$ cat src/rtl/core/sos_pkg.sv
// Shared types, codes and arithmetic helpers for the surface override scatter block.
// Used by sos_rdu, sos_core and the top level; depends on nothing.
`default_nettype none
package sos_pkg;

  localparam int FRAC_BITS_DEF = 14;
  localparam int PROB_BITS_DEF = 16;
  localparam int MAX_TRIES_DEF = 64;
  localparam int CFG_AW = 5;
  localparam int CFG_DW = 32;
  localparam int PROB_W = 17;

  localparam logic [2:0] REG_LOSS     = 3'd0;
  localparam logic [2:0] REG_SPECULAR = 3'd1;
  localparam logic [2:0] REG_SCATTER  = 3'd2;
  localparam logic [2:0] REG_MODE     = 3'd3;
  localparam logic [2:0] REG_SEED     = 3'd4;

  localparam logic [1:0] MODE_ISO       = 2'd0;
  localparam logic [1:0] MODE_LAMB_BACK = 2'd1;
  localparam logic [1:0] MODE_LAMB_FWD  = 2'd2;

  localparam logic [1:0] OUT_NONE   = 2'd0;
  localparam logic [1:0] OUT_ABSORB = 2'd1;
  localparam logic [1:0] OUT_BACK   = 2'd2;
  localparam logic [1:0] OUT_FWD    = 2'd3;

  localparam logic [1:0] SURF_TRANS = 2'd0;
  localparam logic [1:0] SURF_ABS   = 2'd1;
  localparam logic [1:0] SURF_SPEC  = 2'd2;
  localparam logic [1:0] SURF_LAMB  = 2'd3;

  typedef enum logic [4:0] {
    S_IDLE, S_PICK, S_SPEC_DOT, S_SPEC_REF, S_ISO_A, S_ISO_B, S_ISO_SQ, S_ISO_CHK,
    S_ISO_ROOT, S_ISO_OUT, S_ISO_DOT, S_ISO_SIGN, S_LAM_W, S_LAM_SQ, S_LAM_CHK,
    S_LAM_ROOT, S_LAM_GO, S_LAM_WAIT, S_DONE
  } state_t;

  typedef enum logic {RDU_SQRT, RDU_DIV} rdu_op_t;

  typedef struct packed {
    logic        start;
    rdu_op_t     op;
    logic [63:0] x;
    logic [31:0] div;
  } rdu_req_t;

  typedef struct packed {
    logic        done;
    logic [63:0] q;
  } rdu_rsp_t;

  typedef struct packed {
    logic [PROB_W-1:0] prob_loss;
    logic [PROB_W-1:0] prob_specular;
    logic [PROB_W-1:0] prob_scatter;
    logic [1:0]        scatter_mode;
  } cfg_t;

  typedef struct packed {
    logic        load;
    logic [31:0] value;
  } seed_t;

  typedef struct packed {
    logic signed [15:0] dir_x;
    logic signed [15:0] dir_y;
    logic signed [15:0] dir_z;
    logic signed [15:0] norm_x;
    logic signed [15:0] norm_y;
    logic signed [15:0] norm_z;
  } in_item_t;

  typedef struct packed {
    logic signed [15:0] new_dir_x;
    logic signed [15:0] new_dir_y;
    logic signed [15:0] new_dir_z;
    logic [1:0]         outcome;
    logic [1:0]         surface_status;
    logic               retry_limit_hit;
  } res_t;

  function automatic logic [31:0] xs32(input logic [31:0] s);
    logic [31:0] x;
    x = s ^ (s << 13);
    x = x ^ (x >> 17);
    x = x ^ (x << 5);
    return x;
  endfunction

  function automatic logic signed [63:0] round_sh(input logic signed [63:0] v, input int s);
    logic [63:0] m;
    m = v[63] ? 64'(-v) : 64'(v);
    m = (m + (64'd1 << (s - 1))) >> s;
    return v[63] ? -$signed(m) : $signed(m);
  endfunction

  function automatic logic signed [15:0] sat16(input logic signed [63:0] v);
    logic signed [15:0] r;
    if (v > 64'sd32767) r = 16'sh7fff;
    else if (v < -64'sd32768) r = 16'sh8000;
    else r = v[15:0];
    return r;
  endfunction

endpackage
`default_nettype wire

$ cat src/rtl/core/sos_in_if.sv
// Input item channel: photon direction and surface normal with valid and ready.
// Standalone; no package needed.
`default_nettype none
interface sos_in_if;
  logic               valid;
  logic               ready;
  logic signed [15:0] dir_x;
  logic signed [15:0] dir_y;
  logic signed [15:0] dir_z;
  logic signed [15:0] norm_x;
  logic signed [15:0] norm_y;
  logic signed [15:0] norm_z;
  modport source (output valid, dir_x, dir_y, dir_z, norm_x, norm_y, norm_z, input ready);
  modport sink (input valid, dir_x, dir_y, dir_z, norm_x, norm_y, norm_z, output ready);
endinterface
`default_nettype wire

$ cat src/rtl/core/sos_out_if.sv
// Result item channel: new direction, outcome, surface status and retry flag.
// Standalone; no package needed.
`default_nettype none
interface sos_out_if;
  logic               valid;
  logic               ready;
  logic signed [15:0] new_dir_x;
  logic signed [15:0] new_dir_y;
  logic signed [15:0] new_dir_z;
  logic [1:0]         outcome;
  logic [1:0]         surface_status;
  logic               retry_limit_hit;
  modport source (output valid, new_dir_x, new_dir_y, new_dir_z, outcome, surface_status,
                  retry_limit_hit, input ready);
  modport sink (input valid, new_dir_x, new_dir_y, new_dir_z, outcome, surface_status,
                retry_limit_hit, output ready);
endinterface
`default_nettype wire

$ cat src/rtl/core/sos_mul.sv
// Shared signed multiplier with a registered product.
// Depends on nothing.
`default_nettype none
module sos_mul (
  input  wire logic               clk,
  input  wire logic signed [33:0] a,
  input  wire logic signed [16:0] b,
  output logic signed [50:0]      p_r
);
  always_ff @(posedge clk) begin
    p_r <= a * b;
  end
endmodule
`default_nettype wire

$ cat src/rtl/core/sos_rdu.sv
// Iterative square root and division unit, one result bit per cycle on one subtractor.
// Depends on sos_pkg.
`default_nettype none
module sos_rdu (
  input  wire logic         clk,
  input  wire logic         rst_n,
  input  sos_pkg::rdu_req_t req,
  output sos_pkg::rdu_rsp_t rsp
);
  import sos_pkg::*;

  logic busy_r, busy_nxt;
  logic done_r, done_nxt;
  rdu_op_t op_r, op_nxt;
  logic [6:0] cnt_r, cnt_nxt;
  logic [63:0] x_r, x_nxt;
  logic [63:0] q_r, q_nxt;
  logic [34:0] rem_r, rem_nxt;
  logic [31:0] div_r, div_nxt;
  logic [34:0] cand, sub;
  logic [35:0] diff;
  logic take;

  assign cand = (op_r == RDU_SQRT) ? {1'b0, rem_r[31:0], x_r[63:62]} :
                                     {2'b00, rem_r[31:0], x_r[63]};
  assign sub = (op_r == RDU_SQRT) ? {1'b0, q_r[31:0], 2'b01} : {3'b000, div_r};
  assign diff = {1'b0, cand} - {1'b0, sub};
  assign take = !diff[35];

  assign rsp.done = done_r;
  assign rsp.q = q_r;

  always_ff @(posedge clk) begin
    if (!rst_n) begin
      busy_r <= 1'b0;
      done_r <= 1'b0;
    end else begin
      busy_r <= busy_nxt;
      done_r <= done_nxt;
    end
  end

  always_ff @(posedge clk) begin
    op_r <= op_nxt;
    cnt_r <= cnt_nxt;
    x_r <= x_nxt;
    q_r <= q_nxt;
    rem_r <= rem_nxt;
    div_r <= div_nxt;
  end

  always_comb begin
    busy_nxt = busy_r;
    done_nxt = 1'b0;
    op_nxt = op_r;
    cnt_nxt = cnt_r;
    x_nxt = x_r;
    q_nxt = q_r;
    rem_nxt = rem_r;
    div_nxt = div_r;
    if (busy_r) begin
      rem_nxt = take ? diff[34:0] : cand;
      q_nxt = {q_r[62:0], take};
      x_nxt = (op_r == RDU_SQRT) ? {x_r[61:0], 2'b00} : {x_r[62:0], 1'b0};
      cnt_nxt = cnt_r - 7'd1;
      if (cnt_r == 7'd1) begin
        busy_nxt = 1'b0;
        done_nxt = 1'b1;
      end
    end else if (req.start) begin
      busy_nxt = 1'b1;
      op_nxt = req.op;
      x_nxt = req.x;
      div_nxt = req.div;
      q_nxt = '0;
      rem_nxt = '0;
      cnt_nxt = (req.op == RDU_SQRT) ? 7'd32 : 7'd64;
    end
  end
endmodule
`default_nettype wire

$ cat src/rtl/core/sos_core.sv
// Sequencer and datapath: random draws, outcome pick, reflection, scatter directions.
// Depends on sos_pkg, sos_mul and sos_rdu.
`default_nettype none
module sos_core #(
  parameter int FRAC_BITS = sos_pkg::FRAC_BITS_DEF,
  parameter int PROB_BITS = sos_pkg::PROB_BITS_DEF,
  parameter int MAX_TRIES = sos_pkg::MAX_TRIES_DEF
) (
  input  wire logic        clk,
  input  wire logic        rst_n,
  input  sos_pkg::cfg_t     cfg,
  input  sos_pkg::seed_t    seed,
  input  wire logic        in_valid,
  input  sos_pkg::in_item_t in_item,
  output logic             in_ready,
  input  wire logic        out_free,
  output logic             deliver,
  output sos_pkg::res_t     res
);
  import sos_pkg::*;

  localparam int TW = $clog2(MAX_TRIES);
  localparam int RND_SPEC = 2 * FRAC_BITS - 1;
  localparam int RND_ISO = 32 - FRAC_BITS;
  localparam int DIV_SH = FRAC_BITS + 10;
  localparam longint unsigned NEAR_ZERO_SQ =
    ((64'd1 << (2 * FRAC_BITS)) + 64'd500000) / 64'd1000000;

  state_t state_r, state_nxt;
  logic [31:0] rng_r, rng_nxt, rng_step;
  logic signed [15:0] v_r [3], v_nxt [3];
  logic signed [15:0] n_r [3], n_nxt [3];
  logic signed [15:0] d_r [3], d_nxt [3];
  logic signed [15:0] res_r [3], res_nxt [3];
  logic signed [16:0] w_r [3], w_nxt [3];
  logic signed [15:0] a_r, a_nxt, b_r, b_nxt;
  logic signed [35:0] acc_r, acc_nxt;
  logic [18:0] sc_r, sc_nxt;
  logic [31:0] s2_r, s2_nxt;
  logic [1:0] idx_r, idx_nxt;
  logic [TW-1:0] itry_r, itry_nxt, ltry_r, ltry_nxt;
  logic hit_r, hit_nxt;
  logic [1:0] outcome_r, outcome_nxt, status_r, status_nxt, last_r, last_nxt;

  logic signed [33:0] mul_a;
  logic signed [16:0] mul_b;
  logic signed [50:0] p_r;
  logic signed [35:0] acc_add;
  rdu_req_t rdu_req;
  rdu_rsp_t rdu_rsp;

  logic [PROB_BITS-1:0] u;
  logic [32:0] ux, t1, t2, t3;
  logic iso_ok, lam_ok, w_neg;
  logic [16:0] w_mag, qs;
  logic signed [63:0] r2x, qv;

  sos_mul u_mul (.clk(clk), .a(mul_a), .b(mul_b), .p_r(p_r));
  sos_rdu u_rdu (.clk(clk), .rst_n(rst_n), .req(rdu_req), .rsp(rdu_rsp));

  function automatic logic signed [15:0] sel16(input logic signed [15:0] x [3],
                                               input logic [1:0] i);
    logic signed [15:0] r;
    case (i)
      2'd0: r = x[0];
      2'd1: r = x[1];
      default: r = x[2];
    endcase
    return r;
  endfunction

  function automatic logic signed [16:0] sel17(input logic signed [16:0] x [3],
                                               input logic [1:0] i);
    logic signed [16:0] r;
    case (i)
      2'd0: r = x[0];
      2'd1: r = x[1];
      default: r = x[2];
    endcase
    return r;
  endfunction

  always_ff @(posedge clk) begin
    if (!rst_n) begin
      state_r <= S_IDLE;
      rng_r <= 32'd1;
      last_r <= SURF_TRANS;
    end else begin
      state_r <= state_nxt;
      rng_r <= rng_nxt;
      last_r <= last_nxt;
    end
  end

  always_ff @(posedge clk) begin
    v_r <= v_nxt;
    n_r <= n_nxt;
    d_r <= d_nxt;
    w_r <= w_nxt;
    res_r <= res_nxt;
    a_r <= a_nxt;
    b_r <= b_nxt;
    acc_r <= acc_nxt;
    sc_r <= sc_nxt;
    s2_r <= s2_nxt;
    idx_r <= idx_nxt;
    itry_r <= itry_nxt;
    ltry_r <= ltry_nxt;
    hit_r <= hit_nxt;
    outcome_r <= outcome_nxt;
    status_r <= status_nxt;
  end

  assign rng_step = xs32(rng_r);
  assign u = rng_r[31 -: PROB_BITS];
  assign ux = 33'(u);
  assign t1 = 33'(cfg.prob_loss);
  assign t2 = t1 + 33'(cfg.prob_specular);
  assign t3 = t2 + 33'(cfg.prob_scatter);
  assign acc_add = acc_r + 36'(p_r);
  assign iso_ok = acc_r <= (36'sd1 <<< 30);
  assign lam_ok = 64'($unsigned(acc_r)) >= NEAR_ZERO_SQ;
  assign r2x = 64'(acc_r);
  assign w_neg = sel17(w_r, idx_r) < 0;
  assign w_mag = w_neg ? 17'(-sel17(w_r, idx_r)) : 17'(sel17(w_r, idx_r));
  assign qs = (rdu_rsp.q > 64'd65536) ? 17'd65536 : rdu_rsp.q[16:0];
  assign qv = 64'(qs);

  assign res.new_dir_x = res_r[0];
  assign res.new_dir_y = res_r[1];
  assign res.new_dir_z = res_r[2];
  assign res.outcome = outcome_r;
  assign res.surface_status = status_r;
  assign res.retry_limit_hit = hit_r;

  always_comb begin
    state_nxt = state_r;
    rng_nxt = rng_r;
    v_nxt = v_r;
    n_nxt = n_r;
    d_nxt = d_r;
    w_nxt = w_r;
    res_nxt = res_r;
    a_nxt = a_r;
    b_nxt = b_r;
    acc_nxt = acc_r;
    sc_nxt = sc_r;
    s2_nxt = s2_r;
    idx_nxt = idx_r;
    itry_nxt = itry_r;
    ltry_nxt = ltry_r;
    hit_nxt = hit_r;
    outcome_nxt = outcome_r;
    status_nxt = status_r;
    last_nxt = last_r;
    mul_a = '0;
    mul_b = '0;
    rdu_req = '0;
    deliver = 1'b0;
    in_ready = (state_r == S_IDLE);
    case (state_r)
      S_IDLE: begin
        if (in_valid) begin
          v_nxt[0] = in_item.dir_x;
          v_nxt[1] = in_item.dir_y;
          v_nxt[2] = in_item.dir_z;
          n_nxt[0] = in_item.norm_x;
          n_nxt[1] = in_item.norm_y;
          n_nxt[2] = in_item.norm_z;
          rng_nxt = rng_step;
          hit_nxt = 1'b0;
          state_nxt = S_PICK;
        end
      end
      S_PICK: begin
        itry_nxt = '0;
        ltry_nxt = '0;
        acc_nxt = '0;
        idx_nxt = 2'd0;
        if (ux < t1) begin
          res_nxt = v_r;
          outcome_nxt = OUT_ABSORB;
          status_nxt = SURF_ABS;
          state_nxt = S_DONE;
        end else if (ux < t2) begin
          outcome_nxt = OUT_BACK;
          status_nxt = SURF_SPEC;
          state_nxt = S_SPEC_DOT;
        end else if (ux < t3 && (cfg.scatter_mode == MODE_ISO ||
                                 cfg.scatter_mode == MODE_LAMB_BACK ||
                                 cfg.scatter_mode == MODE_LAMB_FWD)) begin
          state_nxt = S_ISO_A;
        end else begin
          res_nxt = v_r;
          outcome_nxt = OUT_NONE;
          status_nxt = SURF_TRANS;
          state_nxt = S_DONE;
        end
      end
      S_SPEC_DOT: begin
        mul_a = 34'(sel16(n_r, idx_r));
        mul_b = 17'(sel16(v_r, idx_r));
        if (idx_r != 2'd0) acc_nxt = acc_add;
        idx_nxt = idx_r + 2'd1;
        if (idx_r == 2'd3) begin
          idx_nxt = 2'd0;
          state_nxt = S_SPEC_REF;
        end
      end
      S_SPEC_REF: begin
        mul_a = acc_r[33:0];
        mul_b = 17'(sel16(n_r, idx_r));
        case (idx_r)
          2'd1: res_nxt[0] = sat16(64'(v_r[0]) - round_sh(64'(p_r), RND_SPEC));
          2'd2: res_nxt[1] = sat16(64'(v_r[1]) - round_sh(64'(p_r), RND_SPEC));
          2'd3: res_nxt[2] = sat16(64'(v_r[2]) - round_sh(64'(p_r), RND_SPEC));
          default: ;
        endcase
        idx_nxt = idx_r + 2'd1;
        if (idx_r == 2'd3) state_nxt = S_DONE;
      end
      S_ISO_A: begin
        rng_nxt = rng_step;
        a_nxt = {~rng_step[31], rng_step[30:16]};
        state_nxt = S_ISO_B;
      end
      S_ISO_B: begin
        rng_nxt = rng_step;
        b_nxt = {~rng_step[31], rng_step[30:16]};
        acc_nxt = '0;
        idx_nxt = 2'd0;
        state_nxt = S_ISO_SQ;
      end
      S_ISO_SQ: begin
        mul_a = 34'((idx_r == 2'd0) ? a_r : b_r);
        mul_b = 17'((idx_r == 2'd0) ? a_r : b_r);
        if (idx_r != 2'd0) acc_nxt = acc_add;
        idx_nxt = idx_r + 2'd1;
        if (idx_r == 2'd2) state_nxt = S_ISO_CHK;
      end
      S_ISO_CHK: begin
        if (iso_ok || itry_r == TW'(MAX_TRIES - 1)) begin
          if (!iso_ok) hit_nxt = 1'b1;
          rdu_req.start = 1'b1;
          rdu_req.op = RDU_SQRT;
          rdu_req.x = iso_ok ? 64'((36'sd1 <<< 30) - acc_r) : 64'd0;
          d_nxt[2] = sat16(round_sh((r2x <<< 3) - (64'sd1 <<< 32), RND_ISO));
          state_nxt = S_ISO_ROOT;
        end else begin
          itry_nxt = itry_r + TW'(1);
          state_nxt = S_ISO_A;
        end
      end
      S_ISO_ROOT: begin
        if (rdu_rsp.done) begin
          sc_nxt = {rdu_rsp.q[15:0], 3'b000};
          idx_nxt = 2'd0;
          state_nxt = S_ISO_OUT;
        end
      end
      S_ISO_OUT: begin
        mul_a = 34'(sc_r);
        mul_b = 17'((idx_r == 2'd0) ? a_r : b_r);
        if (idx_r == 2'd1) d_nxt[0] = sat16(round_sh(64'(p_r), RND_ISO));
        if (idx_r == 2'd2) d_nxt[1] = sat16(round_sh(64'(p_r), RND_ISO));
        idx_nxt = idx_r + 2'd1;
        if (idx_r == 2'd2) begin
          acc_nxt = '0;
          idx_nxt = 2'd0;
          state_nxt = (cfg.scatter_mode == MODE_ISO) ? S_ISO_DOT : S_LAM_W;
        end
      end
      S_ISO_DOT: begin
        mul_a = 34'(sel16(d_r, idx_r));
        mul_b = 17'(sel16(n_r, idx_r));
        if (idx_r != 2'd0) acc_nxt = acc_add;
        idx_nxt = idx_r + 2'd1;
        if (idx_r == 2'd3) state_nxt = S_ISO_SIGN;
      end
      S_ISO_SIGN: begin
        res_nxt = d_r;
        if (acc_r < 0) begin
          outcome_nxt = OUT_BACK;
          status_nxt = last_r;
        end else begin
          outcome_nxt = OUT_FWD;
          status_nxt = SURF_TRANS;
        end
        state_nxt = S_DONE;
      end
      S_LAM_W: begin
        for (int i = 0; i < 3; i++) begin
          w_nxt[i] = (cfg.scatter_mode == MODE_LAMB_BACK) ? 17'(d_r[i]) - 17'(n_r[i]) :
                                                            17'(d_r[i]) + 17'(n_r[i]);
        end
        if (cfg.scatter_mode == MODE_LAMB_BACK) begin
          outcome_nxt = OUT_BACK;
          status_nxt = SURF_LAMB;
        end else begin
          outcome_nxt = OUT_FWD;
          status_nxt = SURF_TRANS;
        end
        acc_nxt = '0;
        idx_nxt = 2'd0;
        state_nxt = S_LAM_SQ;
      end
      S_LAM_SQ: begin
        mul_a = 34'(sel17(w_r, idx_r));
        mul_b = sel17(w_r, idx_r);
        if (idx_r != 2'd0) acc_nxt = acc_add;
        idx_nxt = idx_r + 2'd1;
        if (idx_r == 2'd3) state_nxt = S_LAM_CHK;
      end
      S_LAM_CHK: begin
        if (lam_ok || ltry_r == TW'(MAX_TRIES - 1)) begin
          if (!lam_ok) hit_nxt = 1'b1;
          rdu_req.start = 1'b1;
          rdu_req.op = RDU_SQRT;
          rdu_req.x = 64'($unsigned(acc_r)) << 20;
          state_nxt = S_LAM_ROOT;
        end else begin
          ltry_nxt = ltry_r + TW'(1);
          itry_nxt = '0;
          state_nxt = S_ISO_A;
        end
      end
      S_LAM_ROOT: begin
        if (rdu_rsp.done) begin
          s2_nxt = rdu_rsp.q[31:0];
          idx_nxt = 2'd0;
          if (rdu_rsp.q == 64'd0) begin
            for (int i = 0; i < 3; i++) res_nxt[i] = '0;
            state_nxt = S_DONE;
          end else begin
            state_nxt = S_LAM_GO;
          end
        end
      end
      S_LAM_GO: begin
        rdu_req.start = 1'b1;
        rdu_req.op = RDU_DIV;
        rdu_req.x = (64'(w_mag) << DIV_SH) + 64'(s2_r >> 1);
        rdu_req.div = s2_r;
        state_nxt = S_LAM_WAIT;
      end
      S_LAM_WAIT: begin
        if (rdu_rsp.done) begin
          case (idx_r)
            2'd0: res_nxt[0] = sat16(w_neg ? -qv : qv);
            2'd1: res_nxt[1] = sat16(w_neg ? -qv : qv);
            default: res_nxt[2] = sat16(w_neg ? -qv : qv);
          endcase
          idx_nxt = idx_r + 2'd1;
          state_nxt = (idx_r == 2'd2) ? S_DONE : S_LAM_GO;
        end
      end
      S_DONE: begin
        if (out_free) begin
          deliver = 1'b1;
          last_nxt = status_r;
          state_nxt = S_IDLE;
        end
      end
      default: state_nxt = S_IDLE;
    endcase
    if (seed.load) rng_nxt = (seed.value == 32'd0) ? 32'd1 : seed.value;
  end
endmodule
`default_nettype wire

$ cat src/rtl/core/surface_override_scatter.sv
// Top level: configuration registers, input handshake and output register.
// Depends on sos_pkg, sos_in_if, sos_out_if and sos_core.
//
// Channel  Kind          Moves
// in_ch    valid/ready   one photon item: direction and surface normal
// out_ch   valid/ready   one result item per input item
// cfg_*    APB write/rd  probabilities, scatter mode, generator seed
//
// Absorb and not-triggered items go from the pick straight to output; specular reflection
// adds a dot product and the reflected components. An isotropic try draws and squares two
// values; the accepted one adds a root on the shared unit and scaling, then a sign check
// in mode 0. A Lambertian draw adds a length check; the last adds a root and three divisions.
// Rejected tries repeat, up to MAX_TRIES per loop; reset is synchronous.
// A finished item waits in the output register; the core stalls only while it is full.
`default_nettype none
module surface_override_scatter #(
  parameter int FRAC_BITS = sos_pkg::FRAC_BITS_DEF,
  parameter int PROB_BITS = sos_pkg::PROB_BITS_DEF,
  parameter int MAX_TRIES = sos_pkg::MAX_TRIES_DEF
) (
  input  wire logic                       clk,
  input  wire logic                       rst_n,
  sos_in_if.sink                          in_ch,
  sos_out_if.source                       out_ch,
  input  wire logic                       cfg_psel,
  input  wire logic                       cfg_penable,
  input  wire logic                       cfg_pwrite,
  input  wire logic [sos_pkg::CFG_AW-1:0] cfg_paddr,
  input  wire logic [sos_pkg::CFG_DW-1:0] cfg_pwdata,
  output logic [sos_pkg::CFG_DW-1:0]      cfg_prdata,
  output logic                            cfg_pready
);
  import sos_pkg::*;

  cfg_t cfg_r, cfg_nxt;
  logic [31:0] seed_r, seed_nxt;
  seed_t seed;
  logic wr;
  logic [2:0] reg_idx;
  in_item_t item;
  res_t res, out_r;
  logic out_valid_r, out_free, deliver, core_ready;

  assign cfg_pready = 1'b1;
  assign wr = cfg_psel && cfg_penable && cfg_pwrite;
  assign reg_idx = cfg_paddr[CFG_AW-1:2];

  always_comb begin
    cfg_nxt = cfg_r;
    seed_nxt = seed_r;
    seed.load = 1'b0;
    seed.value = cfg_pwdata;
    if (wr) begin
      case (reg_idx)
        REG_LOSS: cfg_nxt.prob_loss = cfg_pwdata[PROB_W-1:0];
        REG_SPECULAR: cfg_nxt.prob_specular = cfg_pwdata[PROB_W-1:0];
        REG_SCATTER: cfg_nxt.prob_scatter = cfg_pwdata[PROB_W-1:0];
        REG_MODE: cfg_nxt.scatter_mode = cfg_pwdata[1:0];
        REG_SEED: begin
          seed_nxt = cfg_pwdata;
          seed.load = 1'b1;
        end
        default: ;
      endcase
    end
  end

  always_comb begin
    case (reg_idx)
      REG_LOSS: cfg_prdata = 32'(cfg_r.prob_loss);
      REG_SPECULAR: cfg_prdata = 32'(cfg_r.prob_specular);
      REG_SCATTER: cfg_prdata = 32'(cfg_r.prob_scatter);
      REG_MODE: cfg_prdata = 32'(cfg_r.scatter_mode);
      REG_SEED: cfg_prdata = seed_r;
      default: cfg_prdata = '0;
    endcase
  end

  always_ff @(posedge clk) begin
    if (!rst_n) begin
      cfg_r <= '0;
      seed_r <= 32'd1;
      out_valid_r <= 1'b0;
    end else begin
      cfg_r <= cfg_nxt;
      seed_r <= seed_nxt;
      if (deliver) out_valid_r <= 1'b1;
      else if (out_ch.ready) out_valid_r <= 1'b0;
    end
  end

  always_ff @(posedge clk) begin
    if (deliver) out_r <= res;
  end

  assign out_free = !out_valid_r || out_ch.ready;

  assign item.dir_x = in_ch.dir_x;
  assign item.dir_y = in_ch.dir_y;
  assign item.dir_z = in_ch.dir_z;
  assign item.norm_x = in_ch.norm_x;
  assign item.norm_y = in_ch.norm_y;
  assign item.norm_z = in_ch.norm_z;
  assign in_ch.ready = core_ready;

  assign out_ch.valid = out_valid_r;
  assign out_ch.new_dir_x = out_r.new_dir_x;
  assign out_ch.new_dir_y = out_r.new_dir_y;
  assign out_ch.new_dir_z = out_r.new_dir_z;
  assign out_ch.outcome = out_r.outcome;
  assign out_ch.surface_status = out_r.surface_status;
  assign out_ch.retry_limit_hit = out_r.retry_limit_hit;

  sos_core #(
    .FRAC_BITS(FRAC_BITS),
    .PROB_BITS(PROB_BITS),
    .MAX_TRIES(MAX_TRIES)
  ) u_core (
    .clk(clk),
    .rst_n(rst_n),
    .cfg(cfg_r),
    .seed(seed),
    .in_valid(in_ch.valid),
    .in_item(item),
    .in_ready(core_ready),
    .out_free(out_free),
    .deliver(deliver),
    .res(res)
  );
endmodule
`default_nettype wire
$ cat src/flat_wrapper.sv
// flat-port wrapper written by rule: the top's interface ports become plain ports
module surface_override_scatter_flat import sos_pkg::*;
#(
  parameter int FRAC_BITS = sos_pkg::FRAC_BITS_DEF,
  parameter int PROB_BITS = sos_pkg::PROB_BITS_DEF,
  parameter int MAX_TRIES = sos_pkg::MAX_TRIES_DEF
)
  (clk, rst_n, cfg_psel, cfg_penable, cfg_pwrite, cfg_paddr, cfg_pwdata, cfg_prdata, cfg_pready, in_ch_valid, in_ch_dir_x, in_ch_dir_y, in_ch_dir_z, in_ch_norm_x, in_ch_norm_y, in_ch_norm_z, in_ch_ready, out_ch_valid, out_ch_new_dir_x, out_ch_new_dir_y, out_ch_new_dir_z, out_ch_outcome, out_ch_surface_status, out_ch_retry_limit_hit, out_ch_ready);
  sos_in_if in_ch_i ();
  sos_out_if out_ch_i ();
  input  wire logic clk;
  input  wire logic rst_n;
  input  wire logic cfg_psel;
  input  wire logic cfg_penable;
  input  wire logic cfg_pwrite;
  input  wire logic [sos_pkg::CFG_AW-1:0] cfg_paddr;
  input  wire logic [sos_pkg::CFG_DW-1:0] cfg_pwdata;
  output logic [sos_pkg::CFG_DW-1:0] cfg_prdata;
  output logic cfg_pready;
  input wire logic [$bits(in_ch_i.valid)-1:0] in_ch_valid;
  input wire logic [$bits(in_ch_i.dir_x)-1:0] in_ch_dir_x;
  input wire logic [$bits(in_ch_i.dir_y)-1:0] in_ch_dir_y;
  input wire logic [$bits(in_ch_i.dir_z)-1:0] in_ch_dir_z;
  input wire logic [$bits(in_ch_i.norm_x)-1:0] in_ch_norm_x;
  input wire logic [$bits(in_ch_i.norm_y)-1:0] in_ch_norm_y;
  input wire logic [$bits(in_ch_i.norm_z)-1:0] in_ch_norm_z;
  output wire logic [$bits(in_ch_i.ready)-1:0] in_ch_ready;
  output wire logic [$bits(out_ch_i.valid)-1:0] out_ch_valid;
  output wire logic [$bits(out_ch_i.new_dir_x)-1:0] out_ch_new_dir_x;
  output wire logic [$bits(out_ch_i.new_dir_y)-1:0] out_ch_new_dir_y;
  output wire logic [$bits(out_ch_i.new_dir_z)-1:0] out_ch_new_dir_z;
  output wire logic [$bits(out_ch_i.outcome)-1:0] out_ch_outcome;
  output wire logic [$bits(out_ch_i.surface_status)-1:0] out_ch_surface_status;
  output wire logic [$bits(out_ch_i.retry_limit_hit)-1:0] out_ch_retry_limit_hit;
  input wire logic [$bits(out_ch_i.ready)-1:0] out_ch_ready;
  assign in_ch_i.valid = in_ch_valid;
  assign in_ch_i.dir_x = in_ch_dir_x;
  assign in_ch_i.dir_y = in_ch_dir_y;
  assign in_ch_i.dir_z = in_ch_dir_z;
  assign in_ch_i.norm_x = in_ch_norm_x;
  assign in_ch_i.norm_y = in_ch_norm_y;
  assign in_ch_i.norm_z = in_ch_norm_z;
  assign in_ch_ready = in_ch_i.ready;
  assign out_ch_valid = out_ch_i.valid;
  assign out_ch_new_dir_x = out_ch_i.new_dir_x;
  assign out_ch_new_dir_y = out_ch_i.new_dir_y;
  assign out_ch_new_dir_z = out_ch_i.new_dir_z;
  assign out_ch_outcome = out_ch_i.outcome;
  assign out_ch_surface_status = out_ch_i.surface_status;
  assign out_ch_retry_limit_hit = out_ch_i.retry_limit_hit;
  assign out_ch_i.ready = out_ch_ready;
  surface_override_scatter #(.FRAC_BITS(FRAC_BITS), .PROB_BITS(PROB_BITS), .MAX_TRIES(MAX_TRIES)) u_core (.clk(clk), .rst_n(rst_n), .in_ch(in_ch_i), .out_ch(out_ch_i), .cfg_psel(cfg_psel), .cfg_penable(cfg_penable), .cfg_pwrite(cfg_pwrite), .cfg_paddr(cfg_paddr), .cfg_pwdata(cfg_pwdata), .cfg_prdata(cfg_prdata), .cfg_pready(cfg_pready));
endmodule
$ cat config.mk
export PLATFORM = sky130hd
export DESIGN_NAME = surface_override_scatter_flat
export DESIGN_NICKNAME = d
export VERILOG_FILES = /design/src/rtl/core/sos_pkg.sv /design/src/rtl/core/sos_in_if.sv /design/src/rtl/core/sos_out_if.sv /design/src/rtl/core/sos_mul.sv /design/src/rtl/core/sos_rdu.sv /design/src/rtl/core/sos_core.sv /design/src/rtl/core/surface_override_scatter.sv /design/src/flat_wrapper.sv
export SDC_FILE = /design/constraint.sdc
export NUM_CORES = 2
export LEC_CHECK = 0
export ABC_AREA = 1
export BUFFER_PORTS_ARGS = -buffer_cell sky130_fd_sc_hd__buf_4
export CORE_AREA = 4 4 441 443
export DETAILED_ROUTE_END_ITERATION = 10
export DIE_AREA = 0 0 445 447
export PLACE_DENSITY = 0.6
export SYNTH_ARGS = -nofsm -noshare
export SYNTH_HDL_FRONTEND = slang
export SYNTH_SLANG_ARGS = --single-unit
$ cat constraint.sdc
create_clock -name clk -period 11.8 [get_ports clk]
set_clock_uncertainty 0.2 [all_clocks]
set_input_delay 1.18 -clock clk [delete_from_list [all_inputs] [get_ports clk]]
set_output_delay 1.18 -clock clk [all_outputs]
set_load 0.1 [all_outputs]
==> results by group <==
Outcome
  • Status: completed

Logic synthesis
  • EDFF count, synth: 631
  • Seq/Total Area, Yosys: 26.36%
  • Post-synthesis mux area share: 0.1758%
  • Number of synthesized register bits: 809
  • Async set or reset register ratio after synthesis: 0%
  • Simple-Gate Fraction of Synth Area: 26.26%
  • Post-synthesis compound-gate area fraction: 11.44%
  • Synth Cell Area: 0.08540 mm2
  • Post-synthesis cell type count: 79
  • Post-synth top flop: edfxtp_1
  • Avg Inst Size Synth: 7.358 um2
  • Mapped Cells: 11610
  • Synth warnings: 0
  • Syn Nets: 12820
  • Xor/xnor share of the synthesized area: 5.292%
  • Adder-Cell Fraction of Synth Area: 20.72%
  • Largest family of logic cells by synthesized area: simple AND/OR/NAND/NOR gates

Power
  • Power density cells: 307.2 mW/mm2
  • Comb pwr share: 72.7%
  • Switching pwr: 16.81 mW
  • Power share of the clock group: 10.6%
  • Sw frac: 58.55%
  • Sequential share of power: 16.7%
  • Maximum VDD drop: 0.0002267 V
  • Pleak: 43.44 nW
  • Pint: 11.90 mW

Critical path
  • CP most frequent cell: inv_1
  • Crit Path Class: reg2reg
  • Crit Path Max Fanout: 28
  • Worst Path Arrival: 11.61 ns
  • R2R Setup Slk: 0.62 ns
  • Crit path launch: u_core.u_core.idx_r[0]$_DFFE_PP_
  • Slowest cell on crit path: clkinvlp_2
  • Critical Path Max Stage Delay: 0.67 ns
  • R2R depth: 36
  • Reg-to-Reg Start: u_core.u_core.idx_r[0]$_DFFE_PP_
  • Worst setup SP type: register
  • RR Endpoint: u_core.u_core.u_mul.p_r[50]$_DFF_P_
  • Critical Path RT: 12.23 ns
  • Worst setup EP type: register

Placement
  • Placed Area: 0.09017 mm2
  • GP Congestion: 1.049
  • IO Port Bufs: 224
  • HPWL Detailed: 258400 um

Finish
  • NumNets Final: 12990
  • Area Growth Syn to Fin: 9.444%
  • Fillers: 18830
  • Fin area: 0.09346 mm2
  • Layout cells sized above 1: 7.174%

Floorplanning
  • Die Span Y: 447 um
  • DIE AREA: 0.1989 mm2
  • Row count: 160
  • Core area: 0.1900 mm2
  • Initial Utilization: 44.95%
  • Die W: 445 um
  • I/O pin total: 228

Min path
  • Worst Hold End: u_core.out_ch.new_dir_x[1]$_DFFE_PP_
  • Min-delay worst type: reg2reg
  • Hold Path Origin: u_core.u_core.res[38]$_DFFE_PP_
  • Worst Hold Depth: 0

Flow run
  • Max-cap violations: 0

Clocking
  • Latest clock arrival within the worst-skew pair: 0.78 ns
  • Clk root buf: clkbuf_16
  • Clock buffer depth: 3
  • TritonCTS buffer count: 94
  • H-tree depth: 3
  • CTS tree: yes
  • CTS clk-pin slew, worst paths: 0.06 ns
  • CTS sink count: 809

Drt
  • Initial DRC count: 8956
  • Antenna Violating Nets Remaining: 0
  • Vias per std cell: 5.618
  • Post-Route WL: 318400 um
  • WL per Instance: 22.17 um
  • First-pass DRT Iterations: 9
  • Via count: 80700
  • DRC Markers: 0

Timing
  • Tmin final: 11.18 ns
  • Total Neg Setup Slack: 0 ns
  • Final setup fails: 0
  • Worst-Margin Slew: 1.247 ns
  • Crit share post-route: 94.72%
  • Max-slew violations: 0
  • Worst slew margin: 16.88%
  • RSZ-0062 raised after global routing: no
  • Fmax: 89.47 MHz
  • Final number of hold-violating endpoints: 0

Global route
  • First-pass GRT wire length: 474600 um
  • Vias in the first global route: 77280
  • Antenna violations before repair: 8
  • Global route overflow: 0
  • GRT Overall Usage: 31.31%
  • Largest net degree at the start of global routing: 95
how the worst max path moves through the flow:
| stage | to | slack [ns] | depth (start not counted) |
|---|---|---|---|
| after CTS | u_core.u_core.u_mul.p_r[50]$_DFF_P_ | 0.23 | 36 |
| final | u_core.u_core.u_mul.p_r[50]$_DFF_P_ | 0.62 | 36 |
| after detailed placement | u_core.u_core.u_mul.p_r[50]$_DFF_P_ | 0.25 | 36 |
| after global placement | u_core.u_core.u_mul.p_r[50]$_DFF_P_ | 0.39 | 36 |
| after global routing | u_core.u_core.u_mul.p_r[50]$_DFF_P_ | 0.02 | 39 |
| after floorplan | u_core.u_core.u_mul.p_r[50]$_DFF_P_ | 2.14 | 41 |
area by class of cell:
class / instances / area, um2 / share of cell area (%)
timing repair buffer: 360 / 2719 / 2.909
inverter: 1879 / 7067 / 7.561
sequential: 809 / 22520 / 24.09
multi-input combinational: 8623 / 54790 / 58.62
tap: 2511 / 3142 / 3.361
clock buffer: 113 / 2454 / 2.625
antenna: 5 / 12.51 / 0.01339
clock inverter: 64 / 755.7 / 0.8086
timing repair inverter: 1 / 5.005 / 0.005355
stage by stage:
stage               utilization (%)  hold slack [ns]  total power [mW]  worst slack (ns)  instances
finish                        49.20           0.2119             28.71            0.6233      14370
floorplan                         -           0.2003             18.91             2.135      11610
global placement              47.46           0.2034             24.82            0.3939      14180
global route                  49.19           0.2186             30.96           0.02208      14360
detailed placement            47.46           0.2045             25.11            0.2488      14180
CTS                           49.15           0.2167             28.25            0.2320      14350
power groups by stage:
stage / Combinational (mW) / Sequential, mW / Clock [mW]
after floorplan: 14.4 / 4.51 / 0
after global placement: 20.0 / 4.83 / 0
after detailed placement: 20.3 / 4.84 / 0
after CTS: 20.4 / 4.78 / 3.10
after global routing: 22.9 / 4.83 / 3.22
final: 20.9 / 4.80 / 3.04
kinds of logic (layout without fill, tap and decap cells):
kind of cell | Yosys count | after routing
DFF | 809 | 809
other | 1 | 6
muxes | 15 | 15
and+or+nand+nor | 5277 | 5277
xor gates and xnor gates | 516 | 516
buffers and inverters | 2174 | 2417
AOI/OAI and AO/OA | 1737 | 1737
adders and majority gates | 1077 | 1077
cells in the final DEF (no fill, tap or decap), drive strengths merged, types with 15 or more instances in the layout:
| cell type | netlist | final |
|---|---|---|
| nand2 | 2875 | 2875 |
| inv | 1855 | 1860 |
| nor2 | 1418 | 1418 |
| a21oi | 802 | 802 |
| edfxtp | 631 | 631 |
| fa | 562 | 562 |
| o21ai | 545 | 545 |
| nand3 | 537 | 537 |
| ha | 515 | 515 |
| xor2 | 376 | 376 |
| buf | 55 | 360 |
| nand4 | 179 | 179 |
| dfxtp | 178 | 178 |
| xnor2 | 140 | 140 |
| nor3 | 138 | 138 |
| clkbuf | 239 | 113 |
| a31oi | 90 | 90 |
| clkinv | 24 | 70 |
| o211ai | 49 | 49 |
| nor4 | 44 | 44 |
| nand3b | 40 | 40 |
| o21bai | 38 | 38 |
| o21a | 31 | 31 |
| o221ai | 29 | 29 |
| o2111ai | 23 | 23 |
| a211oi | 21 | 21 |
| a21o | 17 | 17 |
| a21boi | 17 | 17 |
| a22o | 15 | 15 |
| mux2i | 15 | 15 |
layer usage:
layer	global-route usage, %	share of wire, %
met5	0	0.0079
met4	16.82	6.4
met3	4.531	8.9
met2	47.02	42
met1	43.66	43
worst max-delay path, delay by kind of cell, from the launching register on:
kind,cells,cell delay (ns)
adder cells (fa/ha/maj),8,3.64
AO/OA/AOI/OAI,13,3.44
buffers and inverters,8,1.76
AND/OR/NAND/NOR,6,1.36
flip-flops,1,0.46
XOR/XNOR,1,0.14
state kept, by name, indices dropped and copies added, names as in the netlist, 7 cells and up:
register and count:
u_core.u_core.u_rdu.cnt_r 7, u_core.cfg_r 53, u_core.u_core.b_r 16, u_core.seed_r 32, u_core.u_core.d_r 48, u_core.u_core.a_r 16, u_core.u_core.u_rdu.rem_r 32, u_core.u_core.w_r 51
u_core.out_ch.new_dir_z 16, u_core.u_core.u_rdu.div_r 32, u_core.u_core.n_r 48, u_core.u_core.u_rdu.x_r 64, u_core.out_ch.new_dir_x 16, u_core.u_core.res 48, u_core.u_core.v_r 48, u_core.u_core.s2_r 32
u_core.u_core.rng_r 32, u_core.u_core.sc_r 16, u_core.out_ch.new_dir_y 16, u_core.u_core.acc_r 36, u_core.u_core.u_mul.p_r 51, u_core.u_core.u_rdu.q_r 64
cells in the mapped netlist (23+ instances only):
cell type     n  area (um2)
inv_2        36       135.1
xnor2_1     140        1226
nand3_1     517        2587
fa_1        562       11250
o21ai_0     514        2572
nor2_4       24       270.3
nor2_2       48       300.3
o221ai_1     29       254.0
o211ai_1     49       367.9
a31oi_1      90       563.0
clkinv_1     24       90.09
nor2_1     1344        5045
o21bai_1     36       270.3
nand2_2      91       569.3
edfxtp_1    631       18950
inv_1      1818        6824
xor2_1      376        3293
ha_1        515        6444
buf_1        26       97.59
nand3b_1     39       292.8
o21a_1       31       232.7
dfxtp_1     178        3563
clkbuf_1    238       893.4
nor3_1      131       655.6
a21oi_1     795        3979
o2111ai_1    23       201.4
nand2_1    2760       10360
nor4_1       44       275.3
nand4_1     179        1120
timing repair:
| action | CTS | global route |
|---|---|---|
| setup buffers | 0 | 6 |
| gates resized for setup | 0 | 7 |
| hold endpoints to repair | 0 | 0 |
| hold buffers | 0 | 0 |
| endpoints found under the setup margin | 0 | 8 |
Power figures use the tool's default switching activity.
